--- src/hw/rtl/srl_pkg.sv ---
// shared types and constants of the sequence ring log
package srl_pkg;

  localparam int SEQ_W      = 64;
  localparam int PAY_W      = 32;
  localparam int CNT_W      = 7;
  localparam int REQ_W      = 2;
  localparam int IN_DATA_W  = 160;
  localparam int OUT_DATA_W = 176;

  localparam logic [CNT_W-1:0] CAP_RESET = 7'd64;

  localparam logic [REQ_W-1:0] REQ_APPEND = 2'd0;
  localparam logic [REQ_W-1:0] REQ_LOOKUP = 2'd1;
  localparam logic [REQ_W-1:0] REQ_TRIM   = 2'd2;

  typedef struct packed {
    logic [SEQ_W-1:0] seq;
    logic [PAY_W-1:0] pay;
  } entry_t;

  typedef enum logic [1:0] {
    CELL_HOLD,
    CELL_SHIFT,
    CELL_ROT
  } cell_mode_t;

  typedef enum logic [1:0] {
    ST_IDLE,
    ST_SCAN,
    ST_FINISH
  } state_t;

endpackage

--- src/hw/rtl/srl_cell.sv ---
// one slot of the log chain: holds, takes its newer-side neighbor, or rotates
module srl_cell (
  input  logic               clk,
  input  srl_pkg::cell_mode_t mode,
  input  srl_pkg::entry_t    shift_in,
  input  srl_pkg::entry_t    rot_in,
  output srl_pkg::entry_t    ent
);

  always_ff @(posedge clk) begin
    case (mode)
      srl_pkg::CELL_SHIFT: begin
        ent <= shift_in;
      end
      srl_pkg::CELL_ROT: begin
        ent <= rot_in;
      end
      default: begin
        ent <= ent;
      end
    endcase
  end

endmodule

--- config.mk ---
export PLATFORM = sky130hd
export DESIGN_NAME = srl_cell
export DESIGN_NICKNAME = d
export VERILOG_FILES = /design/src/hw/rtl/srl_pkg.sv /design/src/hw/rtl/srl_cell.sv
export SDC_FILE = /design/constraint.sdc
export NUM_CORES = 1
export LEC_CHECK = 0
export ABC_AREA = 1
export ABC_CLOCK_PERIOD_IN_PS = 9100
export BUFFER_PORTS_ARGS = -buffer_cell sky130_fd_sc_hd__buf_4
export CORE_AREA = 2 2 113 115
export DETAILED_ROUTE_END_ITERATION = 10
export DIE_AREA = 0 0 115 117
export GPL_ROUTABILITY_DRIVEN = 0
export PLACE_DENSITY = 0.7
export SLEW_MARGIN = 20
export SYNTH_ARGS = -nofsm -noshare
export SYNTH_HDL_FRONTEND = slang
export SYNTH_SLANG_ARGS = --single-unit
--- constraint.sdc ---
create_clock -name clk -period 9.1 [get_ports clk]
set_input_delay 1.365 -clock clk [delete_from_list [all_inputs] [get_ports clk]]
set_output_delay 1.365 -clock clk [all_outputs]
set_load 0.01 [all_outputs]
==> results.cfg, run 1 <==
[setup_path]
worstPathMaxFanout = 54
cp.depth = 5
path_class = in2reg
cp.required_ns = 9.06
crit_arrival_ns = 2.97
endpoint_kind = flop
cp_common_cell = buf_4
path_buf_inv = 4
path_cells = buf_4, inv_1, ha_4, clkinv_2, buf_4
cp-start-kind = input pin
crit_path_max_incr_delay_ns = 0.65
slowest_stage = buf_4
crit_family = buffers and inverters

[drt]
wl_um = 11400
viasPerCell = 4.33
drt_iter0_drc = 85
drc_errors = 0
wl_per_cell_um = 13.4
firstDrtPassIters = 4
ant_nets = 0
vias = 3667

[clock_tree]
clkSinkCount = 96
clock_path_buffers = 2
post_cts_resized = 0
cts-hold-fix-buffers = 0
clk_pin_slew_ns = 0.07
cts_setup_buffers = 0
cts_max_level = 3
cts_tree = done
root_buffer = clkbuf_16
cts_inserted_buffers = 9

[logic_synthesis]
synth.avg_cell_area_um2 = 10.1
synth_nets = 605
synth-edff-count = 96
yosysUniqueCellTypes = 8
synth_warnings = 0
yosys-top-cells-count = 288 x nand2_1, 96 x edfxtp_1, 10 x buf_2
synth.area.top_cells = edfxtp_1 70%, nand2_1 26%, buf_4 1.6%
netlist_area_um2 = 4130
synth_most_common_cell = nand2_1
syn-instance-count = 409
ys.flop_type = edfxtp_1
ys_seq_area_share_pct = 69.8
synth_top_area_share_pct = 69.8
synth-async-reset-ratio_pct = 0
ys_seq_elements = 96
yosys.area.top_type = edfxtp_1

[final_layout]
n_antenna_cell = 0
syn2layout_area_growth_pct = 61.0
top_regs = ent x96
layout-drive-gt1-share_pct = 44.4
nNetsFinal = 887
final-seq-area_um2 = 2880
fillCellCount = 1099
top_register = ent
largest_reg_flops = 96
fin_util_pct = 54.0
multi_input_area_um2 = 1110

[floorplan]
core_um2 = 12300
die_height_um = 117
die_area_um2 = 13500
ios = 291
num_rows = 41
start_util_pct = 33.5
die_w_um = 115

[grt]
grt_pass1_vias = 3339
grt_max_degree = 97
antenna_found_initial = 0
grt_pass1_wl_um = 16200
track_usage_pct = 15.9
grt_overflow = 0

[place]
dpl_worst_slack_ns = 5.72
dp.final_hpwl_um = 8730
portBuffers = 290

[sta]
fmax_ghz = 0.332
relSlewSlack_pct = 40.0
worst_pin_slew_ns = 0.900
fin_crit_ns = 3.01
setup_violations = 0
fin_hold_ws_ns = 1.30
maxSlewViolCount = 0
fin_crit_sh_pct = 33.1
hold_viol = 0
setup_tns_ns = 0
rsz0062_at_grt = false
worst_slack_ns = 6.09

[power_and_ir_drop]
leakage_nw = 3.32
powerDensity_nw_per_um2 = 177
vdd_ir_drop_max_v = 0.000115
comb_power_share_pct = 22.3
power_switching_mw = 0.292
swShare_pct = 24.7
seq_power_share_pct = 49.4
p_clk_share_pct = 28.3
p_int_mw = 0.888

[hold_path]
hold_path_depth = 3
hold_path.class = in2reg

[job]
maxCapViolCount = 0

[status]
status = finished clean
metal layers:
| layer | vias to the layer above | track usage (%) | wire [um] |
|---|---|---|---|
| li1 | 1873 | - | - |
| met1 | 1592 | 17.0 | 4200 |
| met2 | 186 | 28.7 | 5800 |
| met3 | 16 | 5.77 | 1150 |
| met4 | 0 | 6.02 | 223 |
| met5 | - | 0 | 0 |
tightest hold or removal path, stage by stage:
cell and delay [ns]:
buf_4 0.07, nand2_1 0.04, nand2_1 0.05
per-stage QoR:
step / cells / power [mW] / instance area, um^2
final: 846 / 1.18 / 6650
after global routing: 846 / 1.24 / 6650
after CTS: 846 / 1.19 / 6650
after detailed placement: 830 / 0.861 / 6380
after global placement: 830 / 0.855 / 6380
after floorplan: 409 / 0.683 / 4130
power by group through the flow:
stage,Combinational (mW),Sequential [mW],Clock [mW]
finish,0.263,0.582,0.334
CTS,0.269,0.584,0.342
detailed placement,0.268,0.593,0
global placement,0.264,0.591,0
floorplan,0.0544,0.629,0
global route,0.287,0.589,0.361
kinds of logic (layout without fill, tap and decap cells):
family | Yosys count | in the layout | synth area share, %
simple gates | 288 | 288 | 26.2
fa+ha+maj | 1 | 1 | 0.303
flops | 96 | 96 | 69.8
buf+inv | 24 | 311 | 3.73
cells in the final DEF (no fill, tap or decap):
master      Yosys  final
buf_4           9    292
nand2_1       288    288
edfxtp_1       96     96
clkbuf_16       0      9
clkinv_2        0      4
clkinv_1        0      2
inv_4           1      1
inv_1           2      1
ha_4            0      1
clkinv_4        0      1
clkinvlp_4      0      1
final cells by class:
class                      instances  share of cell area, %
sequential                        96                   43.4
timing repair buffer             292                   33.0
multi-input combinational        289                   16.6
clock buffer                       9                   3.39
tap                              150                   2.82
clock inverter                     7                  0.583
inverter                           3                  0.226
path summary, 6_finish.rpt:
path  endpoint    startpoint  slack (ns)
max     ent[4]       mode[0]        6.09
min    ent[91]  shift_in[91]        1.30
No activity file was read; power rests on OpenSTA's default activity.
==> run 2: changes to the inputs <==
ABC_CLOCK_PERIOD_IN_PS = 3000   (was 9100)
clock period = 3 ns   (was 9.1 ns; I/O delays follow)
==> results.cfg, run 2 (same netlist as run 1, synthesis figures left out) <==
[setup_path]
crit_arrival_ns = 1.69
endpoint_kind = flop
path_buf_inv = 3
slowest_stage = inv_4
path_cells = buf_4, inv_1, ha_4, inv_4, nand2_1, nand2_1
cp-start-kind = input pin
path_class = in2reg
cp.required_ns = 3.20
crit_family = buffers and inverters
crit_path_max_incr_delay_ns = 0.61
startpoint = mode[0]
cp_common_cell = nand2_1
worstPathMaxFanout = 96

[clock_tree]
cts_setup_buffers = 0
post_cts_resized = 0
clk_pin_slew_ns = 0.07
cts-hold-fix-buffers = 0
cts_max_level = 3
clock_path_buffers = 2
clkSinkCount = 96
root_buffer = clkbuf_16
cts_inserted_buffers = 9
cts_tree = done

[grt]
grt_pass1_wl_um = 17300
grt.met2_usage_pct = 30.4
met3_usage_pct = 4.22
track_usage_pct = 16.8
grt_overflow = 0
use_met1_pct = 18.9
grt_pass1_vias = 3481
grt_max_degree = 97
busiest_layer = met2
antenna_found_initial = 0

[sta]
hold_viol = 0
worst_pin_slew_ns = 0.916
setup_violations = 0
fmax_ghz = 0.672
relSlewSlack_pct = 38.9
fin_crit_ns = 1.49
maxSlewViolCount = 0
setup_tns_ns = 0
rsz0062_at_grt = false
fin_crit_sh_pct = 49.6
fin_hold_ws_ns = 0.377
worst_slack_ns = 1.51

[final_layout]
n_antenna_cell = 0
largest_reg_flops = 96
top_register = ent
final_cell_mix = 290 x buf_4, 288 x nand2_1, 96 x edfxtp_1, 9 x clkbuf_16, 3 x clkinvlp_4
design_area_um2 = 6700
fin_cells = 846
layout-drive-gt1-share_pct = 44.3
fillCellCount = 1112
syn2layout_area_growth_pct = 62.3
fin_util_pct = 54.4
top_regs = ent x96
layout_commonest_cell = buf_4
nNetsFinal = 887

[hold_path]
hold_path.class = in2reg
worstHoldStart = shift_in[8]

[floorplan]
die_area_um2 = 13500
ios = 291
core_um2 = 12300
num_rows = 41
die_w_um = 115
start_util_pct = 33.5
die_height_um = 117

[drt]
wl_um = 12000
drt_iter0_drc = 134
drc_errors = 0
ant_nets = 0
wl_per_cell_um = 14.2
firstDrtPassIters = 4
viasPerCell = 4.52
vias = 3821

[power_and_ir_drop]
p_clk_share_pct = 30.3
powerDensity_nw_per_um2 = 552
leakage_nw = 3.33
power_switching_mw = 0.906
seq_power_share_pct = 47.9
p_int_mw = 2.79
swShare_pct = 24.5
vdd_ir_drop_max_v = 0.000302
comb_power_share_pct = 21.8
report.power.total_mw = 3.70

[place]
dp.final_hpwl_um = 8940
dpl.cell_count = 830
placed_area_um2 = 6410
portBuffers = 290
dpl_worst_slack_ns = 1.18

[job]
maxCapViolCount = 0

[status]
status = finished clean
run 2: changes by cell type in the layout (fill, tap and decap cells not counted), sizes merged:
cell,before,now
bufinv,0,1
clkbuf,9,11
clkinv,7,2
clkinvlp,1,3
run 2: worst paths after layout:
kind	end	cells past startpoint
worst max-delay path	ent[10]	6
worst min-delay path	ent[8]	3
run 2: power groups by stage:
stage          Sequential [mW]  Combinational, mW  Clock [mW]
2_1_floorplan             1.90              0.167           0
3_3_place_gp              1.80              0.802           0
3_5_place_dp              1.80              0.816           0
4_1_cts                   1.78              0.818        1.14
5_1_grt                   1.79              0.875        1.21
6_report                  1.77              0.805        1.12
run 2: final cells by class:
class	count	area [um^2]	area share (%)
well taps	150	188	2.80
inverters	3	17.5	0.261
clock inverters	5	57.6	0.859
clock buffers	11	233	3.47
multi-input cells	289	1110	16.5
flip-flops and latches	96	2880	43.0
repair buffers	292	2220	33.1
run 2: per-layer routing:
metal	vias up	routed length (um)	share of wire, %
met4	0	249	2.1
met2	203	6290	53
li1	1874	-	-
met1	1724	4350	36
met5	-	0	0
met3	20	1090	9.1
run 2: tightest hold or removal path: cells and delay by family:
| family | cells | cell delay [ns] |
|---|---|---|
| simple gates | 2 | 0.08 |
| buf+inv | 1 | 0.07 |
==> run 3: changes to the inputs <==
ABC_CLOCK_PERIOD_IN_PS = 1200   (was 3000)
CORE_AREA = unset   (was 2 2 113 115)
CORE_ASPECT_RATIO = 0.7   (was unset)
CORE_MARGIN = 2   (was unset)
CORE_UTILIZATION = 37   (was unset)
DIE_AREA = unset   (was 0 0 115 117)
PLACE_DENSITY = 0.78   (was 0.7)
clock period = 1.2 ns   (was 3 ns; I/O delays follow)
==> results.cfg, run 3 (same netlist as run 1, synthesis figures left out) <==
[status]
status = finished clean

[final_layout]
fillCellCount = 915
layout-drive-gt1-share_pct = 45.0
largest_reg_flops = 96
design_area_um2 = 6800
syn2layout_area_growth_pct = 64.6
nNetsFinal = 893
layout_commonest_cell = buf_4
final_cell_mix = 293 x buf_4, 288 x nand2_1, 96 x edfxtp_1, 9 x clkbuf_16, 5 x buf_12
top_register = ent
n_antenna_cell = 0
top_regs = ent x96

[setup_path]
worstPathMaxFanout = 1
slowest_stage = edfxtp_1
cp.required_ns = 1.02
endpoint_kind = primary output
crit_arrival_ns = 0.88
cp-start-kind = flop
crit_family = flip-flops
path_class = reg2out
path_buf_inv = 1
crit_path_max_incr_delay_ns = 0.39
path_cells = buf_4

[drt]
ant_nets = 0
wl_um = 12000
firstDrtPassIters = 6
viasPerCell = 4.47
vias = 3818
drc_errors = 0
wl_per_cell_um = 14.1
drt_iter0_drc = 126

[clock_tree]
cts-hold-fix-buffers = 0
cts_inserted_buffers = 9
cts_tree = done
clk_pin_slew_ns = 0.07
clkSinkCount = 96
clock_path_buffers = 2
post_cts_resized = 0
cts_setup_buffers = 0
root_buffer = clkbuf_16
cts_max_level = 3

[floorplan]
die_height_um = 92.4
core_um2 = 10900
ios = 291
num_rows = 32
die_area_um2 = 12000
die_w_um = 130
start_util_pct = 37.8

[place]
dp.final_hpwl_um = 9520
portBuffers = 290
placed_area_um2 = 6500

[grt]
grt_max_degree = 50
grt_overflow = 0
grt.met2_usage_pct = 36.5
antenna_found_initial = 0
grt_pass1_vias = 3758
grt_pass1_wl_um = 17600
met3_usage_pct = 7.11
track_usage_pct = 19.3
busiest_layer = met2
use_met1_pct = 19.3

[power_and_ir_drop]
vdd_ir_drop_max_v = 0.000787
leakage_nw = 3.39
powerDensity_nw_per_um2 = 1370

[sta]
hold_viol = 0
worst_pin_slew_ns = 0.345
fin_crit_sh_pct = 88.3
fin_crit_ns = 1.06
setup_violations = 0
rsz0062_at_grt = false
relSlewSlack_pct = 77.0
fmax_ghz = 0.944
fin_hold_ws_ns = 0.109
maxSlewViolCount = 0

[job]
maxCapViolCount = 0

[hold_path]
hold_path_depth = 3
hold_path.class = in2reg
min_to = ent[46]
worstHoldStart = shift_in[46]
run 3: cell count changes in the layout (fill, tap and decap cells not counted):
| cell | before | now |
|---|---|---|
| buf_12 | 2 | 5 |
| clkinv_2 | 0 | 1 |
| inv_8 | 0 | 1 |
| clkinv_1 | 1 | 2 |
| buf_4 | 290 | 293 |
| inv_1 | 1 | 0 |
| clkbuf_1 | 2 | 0 |
| inv_6 | 0 | 2 |
| clkinvlp_4 | 3 | 1 |
run 3: layout make-up:
| class | count | area [um^2] | area share, % |
|---|---|---|---|
| repair buffers | 298 | 2300 | 33.8 |
| flip-flops and latches | 96 | 2880 | 42.4 |
| multi-input cells | 289 | 1110 | 16.3 |
| clock inverters | 7 | 68.8 | 1.01 |
| clock buffers | 9 | 225 | 3.31 |
| well taps | 153 | 191 | 2.82 |
| inverters | 3 | 25.0 | 0.368 |
run 3: where the power goes:
group          internal [mW]  total (mW)  switching [mW]  leakage, nW
combinational           1.12        2.06           0.947         2.31
sequential              4.28        4.42           0.142        0.937
clock                   1.62        2.80            1.18        0.145
total                   7.01        9.28            2.27         3.39
run 3: worst max path at each step:
| stage | from | endpoint | slack [ns] | cells past startpoint |
|---|---|---|---|---|
| 4_1_cts | ent[74] | ent[74] | 0.12 | 1 |
| 6_report | ent[74] | ent[74] | 0.14 | 1 |
| 5_1_grt | ent[74] | ent[74] | 0.10 | 1 |
| 3_3_place_gp | mode[0] | ent[65] | -0.05 | 5 |
| 2_1_floorplan | mode[0] | ent[0] | -1.03 | 3 |
| 3_5_place_dp | mode[0] | ent[56] | -0.07 | 5 |
run 3: per-stage QoR:
step	setup slack (ns)	TNS (ns)	power, mW	cells	utilization [%]
global placement	-0.0501	-3.58	6.53	839	59.5
floorplan	-1.03	-98.81	5.18	409	-
detailed placement	-0.0740	-6.19	6.59	839	59.5
finish	0.141	0	9.28	855	62.2
CTS	0.116	0	9.41	855	62.2
global route	0.101	0	9.69	855	62.2
run 3: metal layers:
layer,share of wire [%],up-vias
met3,9.2,23
li1,-,1886
met4,2.2,0
met2,53,175
met1,35,1734
met5,0,-
