==> src/hw/rtl/srl_pkg.sv <==
// shared types and constants of the sequence ring log
package srl_pkg;

  localparam int SEQ_W      = 64;
  localparam int PAY_W      = 32;
  localparam int CNT_W      = 7;
  localparam int REQ_W      = 2;
  localparam int IN_DATA_W  = 160;
  localparam int OUT_DATA_W = 176;

  localparam logic [CNT_W-1:0] CAP_RESET = 7'd64;

  localparam logic [REQ_W-1:0] REQ_APPEND = 2'd0;
  localparam logic [REQ_W-1:0] REQ_LOOKUP = 2'd1;
  localparam logic [REQ_W-1:0] REQ_TRIM   = 2'd2;

  typedef struct packed {
    logic [SEQ_W-1:0] seq;
    logic [PAY_W-1:0] pay;
  } entry_t;

  typedef enum logic [1:0] {
    CELL_HOLD,
    CELL_SHIFT,
    CELL_ROT
  } cell_mode_t;

  typedef enum logic [1:0] {
    ST_IDLE,
    ST_SCAN,
    ST_FINISH
  } state_t;

endpackage

==> src/hw/rtl/srl_ctrl.sv <==
// sequencer of the log: request capture, scan bookkeeping, bounds and result register
module srl_ctrl #(
  parameter int DEPTH = 64
) (
  input  logic                            clk,
  input  logic                            rst,
  input  logic                            cfg_we,
  input  logic [srl_pkg::CNT_W-1:0]       cfg_wdata,
  input  logic                            s_tvalid,
  output logic                            s_tready,
  input  logic [srl_pkg::IN_DATA_W-1:0]   s_tdata,
  input  logic [srl_pkg::REQ_W-1:0]       s_tuser,
  output logic                            m_tvalid,
  input  logic                            m_tready,
  output logic [srl_pkg::OUT_DATA_W-1:0]  m_tdata,
  output srl_pkg::cell_mode_t             cell_mode,
  input  srl_pkg::entry_t                 head_ent,
  output srl_pkg::entry_t                 new_ent
);

  localparam int CNT_W   = srl_pkg::CNT_W;
  localparam int SEQ_W   = srl_pkg::SEQ_W;
  localparam int PAY_W   = srl_pkg::PAY_W;
  localparam int STEP_W  = (DEPTH > 1) ? $clog2(DEPTH) : 1;
  localparam int CMP_W   = (STEP_W > CNT_W) ? STEP_W : CNT_W;
  localparam int CAP_MAX = (DEPTH > 127) ? 127 : DEPTH;
  localparam logic [STEP_W-1:0] STEP_LAST = STEP_W'(DEPTH - 1);

  srl_pkg::state_t state, state_next;

  logic [CNT_W-1:0]       cap_reg;
  logic [CNT_W-1:0]       cap_eff;
  logic [CNT_W-1:0]       fill;
  logic [SEQ_W-1:0]       min_trk;
  logic [SEQ_W-1:0]       max_trk;

  logic [srl_pkg::REQ_W-1:0] req;
  logic [SEQ_W-1:0]       key;
  logic [PAY_W-1:0]       pay;
  logic [SEQ_W-1:0]       wm;
  logic                   elig;
  logic [STEP_W-1:0]      step;
  logic                   hit;
  logic [PAY_W-1:0]       hit_pay;
  logic [CNT_W-1:0]       keep_cnt;
  logic [SEQ_W-1:0]       keep_seq;

  logic                   out_free;
  logic                   load_out;
  logic                   accept;
  logic                   in_range;

  logic                   found_n;
  logic [PAY_W-1:0]       fpay_n;
  logic                   evict_n;
  logic [CNT_W-1:0]       trimmed_n;
  logic [CNT_W-1:0]       fill_n;
  logic [SEQ_W-1:0]       min_n;
  logic [SEQ_W-1:0]       max_n;

  logic [SEQ_W-1:0]       in_seq;
  logic [PAY_W-1:0]       in_pay;
  logic [SEQ_W-1:0]       in_wm;

  assign in_seq = s_tdata[63:0];
  assign in_pay = s_tdata[95:64];
  assign in_wm  = s_tdata[159:96];

  // register value 0 acts as one slot, anything past the chain as the whole chain
  always_comb begin
    if (cap_reg == '0) begin
      cap_eff = CNT_W'(1);
    end else if (cap_reg > CNT_W'(CAP_MAX)) begin
      cap_eff = CNT_W'(CAP_MAX);
    end else begin
      cap_eff = cap_reg;
    end
  end

  assign out_free = !m_tvalid || m_tready;
  assign accept   = s_tvalid && s_tready;
  assign in_range = CMP_W'(step) < CMP_W'(fill);
  assign new_ent  = '{seq: key, pay: pay};

  always_comb begin
    state_next = state;
    case (state)
      srl_pkg::ST_IDLE: begin
        if (s_tvalid) begin
          if (s_tuser == srl_pkg::REQ_LOOKUP || s_tuser == srl_pkg::REQ_TRIM) begin
            state_next = srl_pkg::ST_SCAN;
          end else begin
            state_next = srl_pkg::ST_FINISH;
          end
        end
      end
      srl_pkg::ST_SCAN: begin
        if (step == STEP_LAST) begin
          state_next = srl_pkg::ST_FINISH;
        end
      end
      srl_pkg::ST_FINISH: begin
        if (out_free) begin
          state_next = srl_pkg::ST_IDLE;
        end
      end
      default: begin
        state_next = srl_pkg::ST_IDLE;
      end
    endcase
  end

  always_comb begin
    s_tready  = 1'b0;
    load_out  = 1'b0;
    cell_mode = srl_pkg::CELL_HOLD;
    case (state)
      srl_pkg::ST_IDLE: begin
        s_tready = !rst;
      end
      srl_pkg::ST_SCAN: begin
        cell_mode = srl_pkg::CELL_ROT;
      end
      srl_pkg::ST_FINISH: begin
        load_out = out_free;
        if (out_free && req == srl_pkg::REQ_APPEND) begin
          cell_mode = srl_pkg::CELL_SHIFT;
        end
      end
      default: begin
        s_tready = 1'b0;
      end
    endcase
  end

  // result and new bounds, settled in the finishing cycle
  always_comb begin
    found_n   = 1'b0;
    fpay_n    = '0;
    evict_n   = 1'b0;
    trimmed_n = '0;
    fill_n    = fill;
    min_n     = min_trk;
    max_n     = max_trk;
    case (req)
      srl_pkg::REQ_APPEND: begin
        evict_n = (fill >= cap_eff);
        fill_n  = evict_n ? fill : fill + CNT_W'(1);
        if (fill_n == CNT_W'(1)) begin
          min_n = key;
          max_n = key;
        end else begin
          min_n = (key < min_trk) ? key : min_trk;
          max_n = (key > max_trk) ? key : max_trk;
        end
      end
      srl_pkg::REQ_LOOKUP: begin
        found_n = hit;
        fpay_n  = hit_pay;
      end
      srl_pkg::REQ_TRIM: begin
        fill_n    = keep_cnt;
        trimmed_n = fill - keep_cnt;
        min_n     = (keep_cnt != '0) ? keep_seq : '0;
        max_n     = (keep_cnt != '0) ? max_trk : '0;
      end
      default: begin
        fill_n = fill;
      end
    endcase
  end

  always_ff @(posedge clk) begin
    if (rst) begin
      state    <= srl_pkg::ST_IDLE;
      cap_reg  <= srl_pkg::CAP_RESET;
      fill     <= '0;
      min_trk  <= '0;
      max_trk  <= '0;
      m_tvalid <= 1'b0;
    end else begin
      state <= state_next;
      if (cfg_we) begin
        cap_reg <= cfg_wdata;
        fill    <= '0;
        min_trk <= '0;
        max_trk <= '0;
      end else if (load_out) begin
        fill    <= fill_n;
        min_trk <= min_n;
        max_trk <= max_n;
      end
      if (load_out) begin
        m_tvalid <= 1'b1;
      end else if (m_tready) begin
        m_tvalid <= 1'b0;
      end
    end
  end

  // scan walks the chain newest first, one slot per cycle at cell 0
  always_ff @(posedge clk) begin
    if (accept) begin
      req      <= s_tuser;
      key      <= in_seq;
      pay      <= in_pay;
      wm       <= in_wm;
      elig     <= (fill != '0) && (in_seq >= min_trk) && (in_seq <= max_trk);
      step     <= '0;
      hit      <= 1'b0;
      hit_pay  <= '0;
      keep_cnt <= '0;
      keep_seq <= '0;
    end else if (state == srl_pkg::ST_SCAN) begin
      step <= step + STEP_W'(1);
      if (req == srl_pkg::REQ_LOOKUP) begin
        if (elig && in_range && !hit && head_ent.seq == key) begin
          hit     <= 1'b1;
          hit_pay <= head_ent.pay;
        end
      end else begin
        // last slot at or above the watermark is the oldest one kept
        if (in_range && head_ent.seq >= wm) begin
          keep_cnt <= CNT_W'(step) + CNT_W'(1);
          keep_seq <= head_ent.seq;
        end
      end
    end
  end

  always_ff @(posedge clk) begin
    if (load_out) begin
      m_tdata <= {max_n, min_n, fill_n, trimmed_n, evict_n, fpay_n, found_n};
    end
  end

endmodule

==> config.mk <==
export PLATFORM = sky130hd
export DESIGN_NAME = srl_ctrl
export DESIGN_NICKNAME = d
export VERILOG_FILES = /design/src/hw/rtl/srl_pkg.sv /design/src/hw/rtl/srl_ctrl.sv
export SDC_FILE = /design/constraint.sdc
export NUM_CORES = 1
export LEC_CHECK = 0
export BUFFER_PORTS_ARGS = -buffer_cell sky130_fd_sc_hd__clkbuf_2
export CELL_PAD_IN_SITES_DETAIL_PLACEMENT = 2
export CELL_PAD_IN_SITES_GLOBAL_PLACEMENT = 2
export CORE_MARGIN = 1.5
export CORE_UTILIZATION = 35
export DETAILED_ROUTE_END_ITERATION = 6
export PLACE_DENSITY = 0.77
export SYNTH_ARGS = -nofsm -noshare
export SYNTH_HDL_FRONTEND = slang
export SYNTH_SLANG_ARGS = --single-unit
==> constraint.sdc <==
create_clock -name clk -period 8.2 [get_ports clk]
set_input_delay 0.82 -clock clk [delete_from_list [all_inputs] [get_ports clk]]
set_output_delay 0.82 -clock clk [all_outputs]
set_load 0.05 [all_outputs]
==> out/summary.json <==
{
  "synth-seq-cells": {"value": 594},
  "clock.fmax": {"value": 198, "unit": "MHz"},
  "worstSkewPairLatency": {"value": 0.66, "unit": "ns"},
  "setup-tns-final": {"value": 0, "unit": "ns"},
  "finalCriticalPeriod": {"value": 5.04, "unit": "ns"},
  "globalRoute.totalOverflow": {"value": 0},
  "drc": {"value": 0},
  "cell_area_synth": {"value": 31000, "unit": "um2"},
  "vias_after_detailed_routing": {"value": 26936},
  "required_arrival_time_at_the_worst_endpoint": {"value": 8.79, "unit": "ns"},
  "global_route_wire_length_before_repair": {"value": 196, "unit": "mm"},
  "io_buffers": {"value": 545},
  "die-height": {"value": 301, "unit": "um"},
  "min_period_over_period": {"value": 0.614},
  "clkSlewWorstSetupHoldPaths": {"value": 0.06, "unit": "ns"},
  "cts_hold_buffers": {"value": 0},
  "leakagePower": {"value": 15.3, "unit": "nW"},
  "drt-pass1-iter-count": {"value": 7},
  "ys_seq_area_frac": {"value": 0.493},
  "cap_violations": {"value": 0},
  "powerDensity": {"value": 261, "unit": "nW/um2"},
  "regMostFlops": {"value": "m_tdata"},
  "dr.first_iter.drc_count": {"value": 1697},
  "total_non_filler_cell_area_in_the_finished_layout": {"value": 37300, "unit": "um2"},
  "slew_viol_final": {"value": 0},
  "cp_cell_sequence": {"value": "ha_1, nand4_1, nor4_1, nand2_1, o41ai_1, a21oi_4, buf_4, buf_4, o31ai_4, buf_4, a22o_1"},
  "grt_max_degree": {"value": 174},
  "tightestPinTransition": {"value": 1.18, "unit": "ns"},
  "fillers": {"value": 9272},
  "path_common_cell": {"value": "sky130_fd_sc_hd__buf_4"},
  "dieArea": {"value": 90300, "unit": "um2"},
  "power": {"value": 9.73, "unit": "mW"},
  "detailedPlacementHpwl": {"value": 100, "unit": "mm"},
  "outcome": {"value": "finished, final reports clean"},
  "post_synth.cell_area_avg": {"value": 10.6, "unit": "um2"},
  "placed_cells": {"value": 4507},
  "fin_cells": {"value": 4655},
  "cpLargestDelayFamily": {"value": "buffers and inverters"},
  "worstSetupStartpointType": {"value": "flip-flop"},
  "cts.repair_timing.setup_buffer_count": {"value": 0},
  "final_hold_vio_count": {"value": 0},
  "timing.final.setup_violations": {"value": 0},
  "async_flop_share": {"value": 0},
  "worstSetupPathType": {"value": "flip-flop to flip-flop"},
  "antenna_found_initial": {"value": 17},
  "detail-route-antenna-nets": {"value": 0},
  "vias_in_the_first_global_route": {"value": 29206},
  "design.portCount": {"value": 546},
  "vias_per_cell": {"value": 5.79},
  "core.rowCount": {"value": 108},
  "areaGrowthSynthToFinish": {"value": 20.2, "unit": "%"},
  "postPlaceCellArea": {"value": 34800, "unit": "um2"},
  "critical_path.max_fanout": {"value": 64},
  "cts.path.max_buffers": {"value": 3},
  "finalWeightedCongestion": {"value": 0.916},
  "number_of_clock_buffers_inserted_by_tritoncts": {"value": 74},
  "synth-warning-count": {"value": 0},
  "synthesis.nets": {"value": 3538},
  "die_x": {"value": 301, "unit": "um"},
  "layout.nets": {"value": 4043},
  "cts-htree-levels": {"value": 3},
  "avgRoutedWirePerCell": {"value": 29.1, "unit": "um"},
  "final.hold.worst_slack": {"value": 0.337, "unit": "ns"},
  "hp-class": {"value": "primary input to flip-flop"},
  "synthCells": {"value": 2924},
  "drive_above_1_share": {"value": 0.205},
  "grtUsageTotal": {"value": 0.293},
  "setup_repair_after_global_routing_missed_its_margin": {"value": "false"},
  "worst_ep_arrival_time": {"value": 5.63, "unit": "ns"},
  "slew-limit-headroom": {"value": 0.206},
  "timing.critical_path.slowest_stage_cell": {"value": "sky130_fd_sc_hd__nor4_1"},
  "largest_stage_delay_on_the_critical_path": {"value": 0.93, "unit": "ns"},
  "critPathBufInv": {"value": 3},
  "tritoncts_clock_tree": {"value": "yes"},
  "multiInputGateArea": {"value": 14200, "unit": "um2"},
  "worst_clock_skew": {"value": 0.0270, "unit": "ns"},
  "ys_types": {"value": 74},
  "final_critical_path_setup_slack": {"value": 3.16, "unit": "ns"},
  "regArea": {"value": 15300, "unit": "um2"},
  "worst_vdd_drop": {"value": 0.000217, "unit": "V"},
  "postLayoutCoreUtil": {"value": 0.427},
  "max_reg_flops": {"value": 176},
  "initial_utilization": {"value": 0.355},
  "synth_edf_count": {"value": 339},
  "dp_worst_setup_slack": {"value": 3.28, "unit": "ns"},
  "synth_ff_type": {"value": "sky130_fd_sc_hd__edfxtp_1"},
  "post_cts_resized": {"value": 0},
  "wl": {"value": 135, "unit": "mm"},
  "coreArea": {"value": 87300, "unit": "um2"},
  "cts_root_buf": {"value": "sky130_fd_sc_hd__clkbuf_16"},
  "crit_path_end_kind": {"value": "flip-flop"},
  "clock-sinks": {"value": 594}
}
## cells by family after synthesis
kind of cell	share of synthesized area
DFF	0.493
AOI/OAI and AO/OA	0.181
muxes	0.0178
xor gates and xnor gates	0.0170
adders and majority gates	0.139
and+or+nand+nor	0.102
buffers and inverters	0.0501
## per-layer routing
layer | part of all wire | wire length [um] | vias to the layer above | track usage
li1 | - | - | 11891 | -
met1 | 0.42 | 56300 | 13812 | 0.370
met2 | 0.48 | 64900 | 964 | 0.492
met3 | 0.065 | 8810 | 255 | 0.0573
met4 | 0.040 | 5380 | 14 | 0.116
met5 | 0.00073 | 99 | - | 0
## layout by cell type, fill, tap and decap left out, types with 12 or more instances in the layout
master	instances
sky130_fd_sc_hd__a211oi_1	15
sky130_fd_sc_hd__a21o_1	57
sky130_fd_sc_hd__a21oi_1	210
sky130_fd_sc_hd__a222oi_1	31
sky130_fd_sc_hd__a22o_1	98
sky130_fd_sc_hd__and2_1	38
sky130_fd_sc_hd__buf_4	25
sky130_fd_sc_hd__clkbuf_1	25
sky130_fd_sc_hd__clkbuf_16	75
sky130_fd_sc_hd__clkbuf_2	545
sky130_fd_sc_hd__clkinv_2	12
sky130_fd_sc_hd__dfxtp_1	255
sky130_fd_sc_hd__edfxtp_1	339
sky130_fd_sc_hd__ha_1	343
sky130_fd_sc_hd__inv_1	241
sky130_fd_sc_hd__mux2i_1	54
sky130_fd_sc_hd__nand2_1	255
sky130_fd_sc_hd__nand2b_1	13
sky130_fd_sc_hd__nand3_1	87
sky130_fd_sc_hd__nand4_1	80
sky130_fd_sc_hd__nor2_1	108
sky130_fd_sc_hd__nor2b_1	14
sky130_fd_sc_hd__nor3_1	19
sky130_fd_sc_hd__nor4_1	21
sky130_fd_sc_hd__o211ai_1	15
sky130_fd_sc_hd__o21ai_0	166
sky130_fd_sc_hd__o2bb2ai_1	68
sky130_fd_sc_hd__o31ai_1	53
sky130_fd_sc_hd__xnor2_1	27
sky130_fd_sc_hd__xor2_1	33
## report_power, final
part | internal (mW) | switching [mW]
sequential | 3.57 | 0.228
combinational | 0.576 | 2.03
clock | 1.91 | 1.42
total | 6.06 | 3.68
## cell usage after synthesis (53+ instances only)
library cell,n,area [um2]
sky130_fd_sc_hd__o2bb2ai_1,68,596
sky130_fd_sc_hd__nand4_1,80,500
sky130_fd_sc_hd__mux2i_1,54,541
sky130_fd_sc_hd__nor2_1,110,413
sky130_fd_sc_hd__edfxtp_1,339,10200
sky130_fd_sc_hd__a21o_1,57,428
sky130_fd_sc_hd__o21ai_0,166,831
sky130_fd_sc_hd__o31ai_1,53,398
sky130_fd_sc_hd__inv_1,243,912
sky130_fd_sc_hd__ha_1,343,4290
sky130_fd_sc_hd__a21oi_1,211,1060
sky130_fd_sc_hd__a22o_1,98,858
sky130_fd_sc_hd__nand3_1,87,435
sky130_fd_sc_hd__dfxtp_1,255,5100
sky130_fd_sc_hd__nand2_1,256,961
sky130_fd_sc_hd__clkbuf_1,107,402
## layout make-up
class,instances,area share
multi-input cells,1944,0.381
inverters,243,0.0249
clock inverters,34,0.0104
well taps,1155,0.0388
diodes,9,0.000604
repair buffers,572,0.0795
clock buffers,104,0.0544
flip-flops and latches,594,0.410
## final timing paths
path / start / end / slack [ns] / cells after the start
max: key[54] / max_trk[25] / 3.16 / 11
min: s_tdata[85] / pay[21] / 0.34 / 1
max reg2reg: key[54] / max_trk[25] / 3.16 / 11
min reg2reg: keep_seq[7] / keep_seq[7] / 0.48 / 2
(Power assumes the default switching activity.)
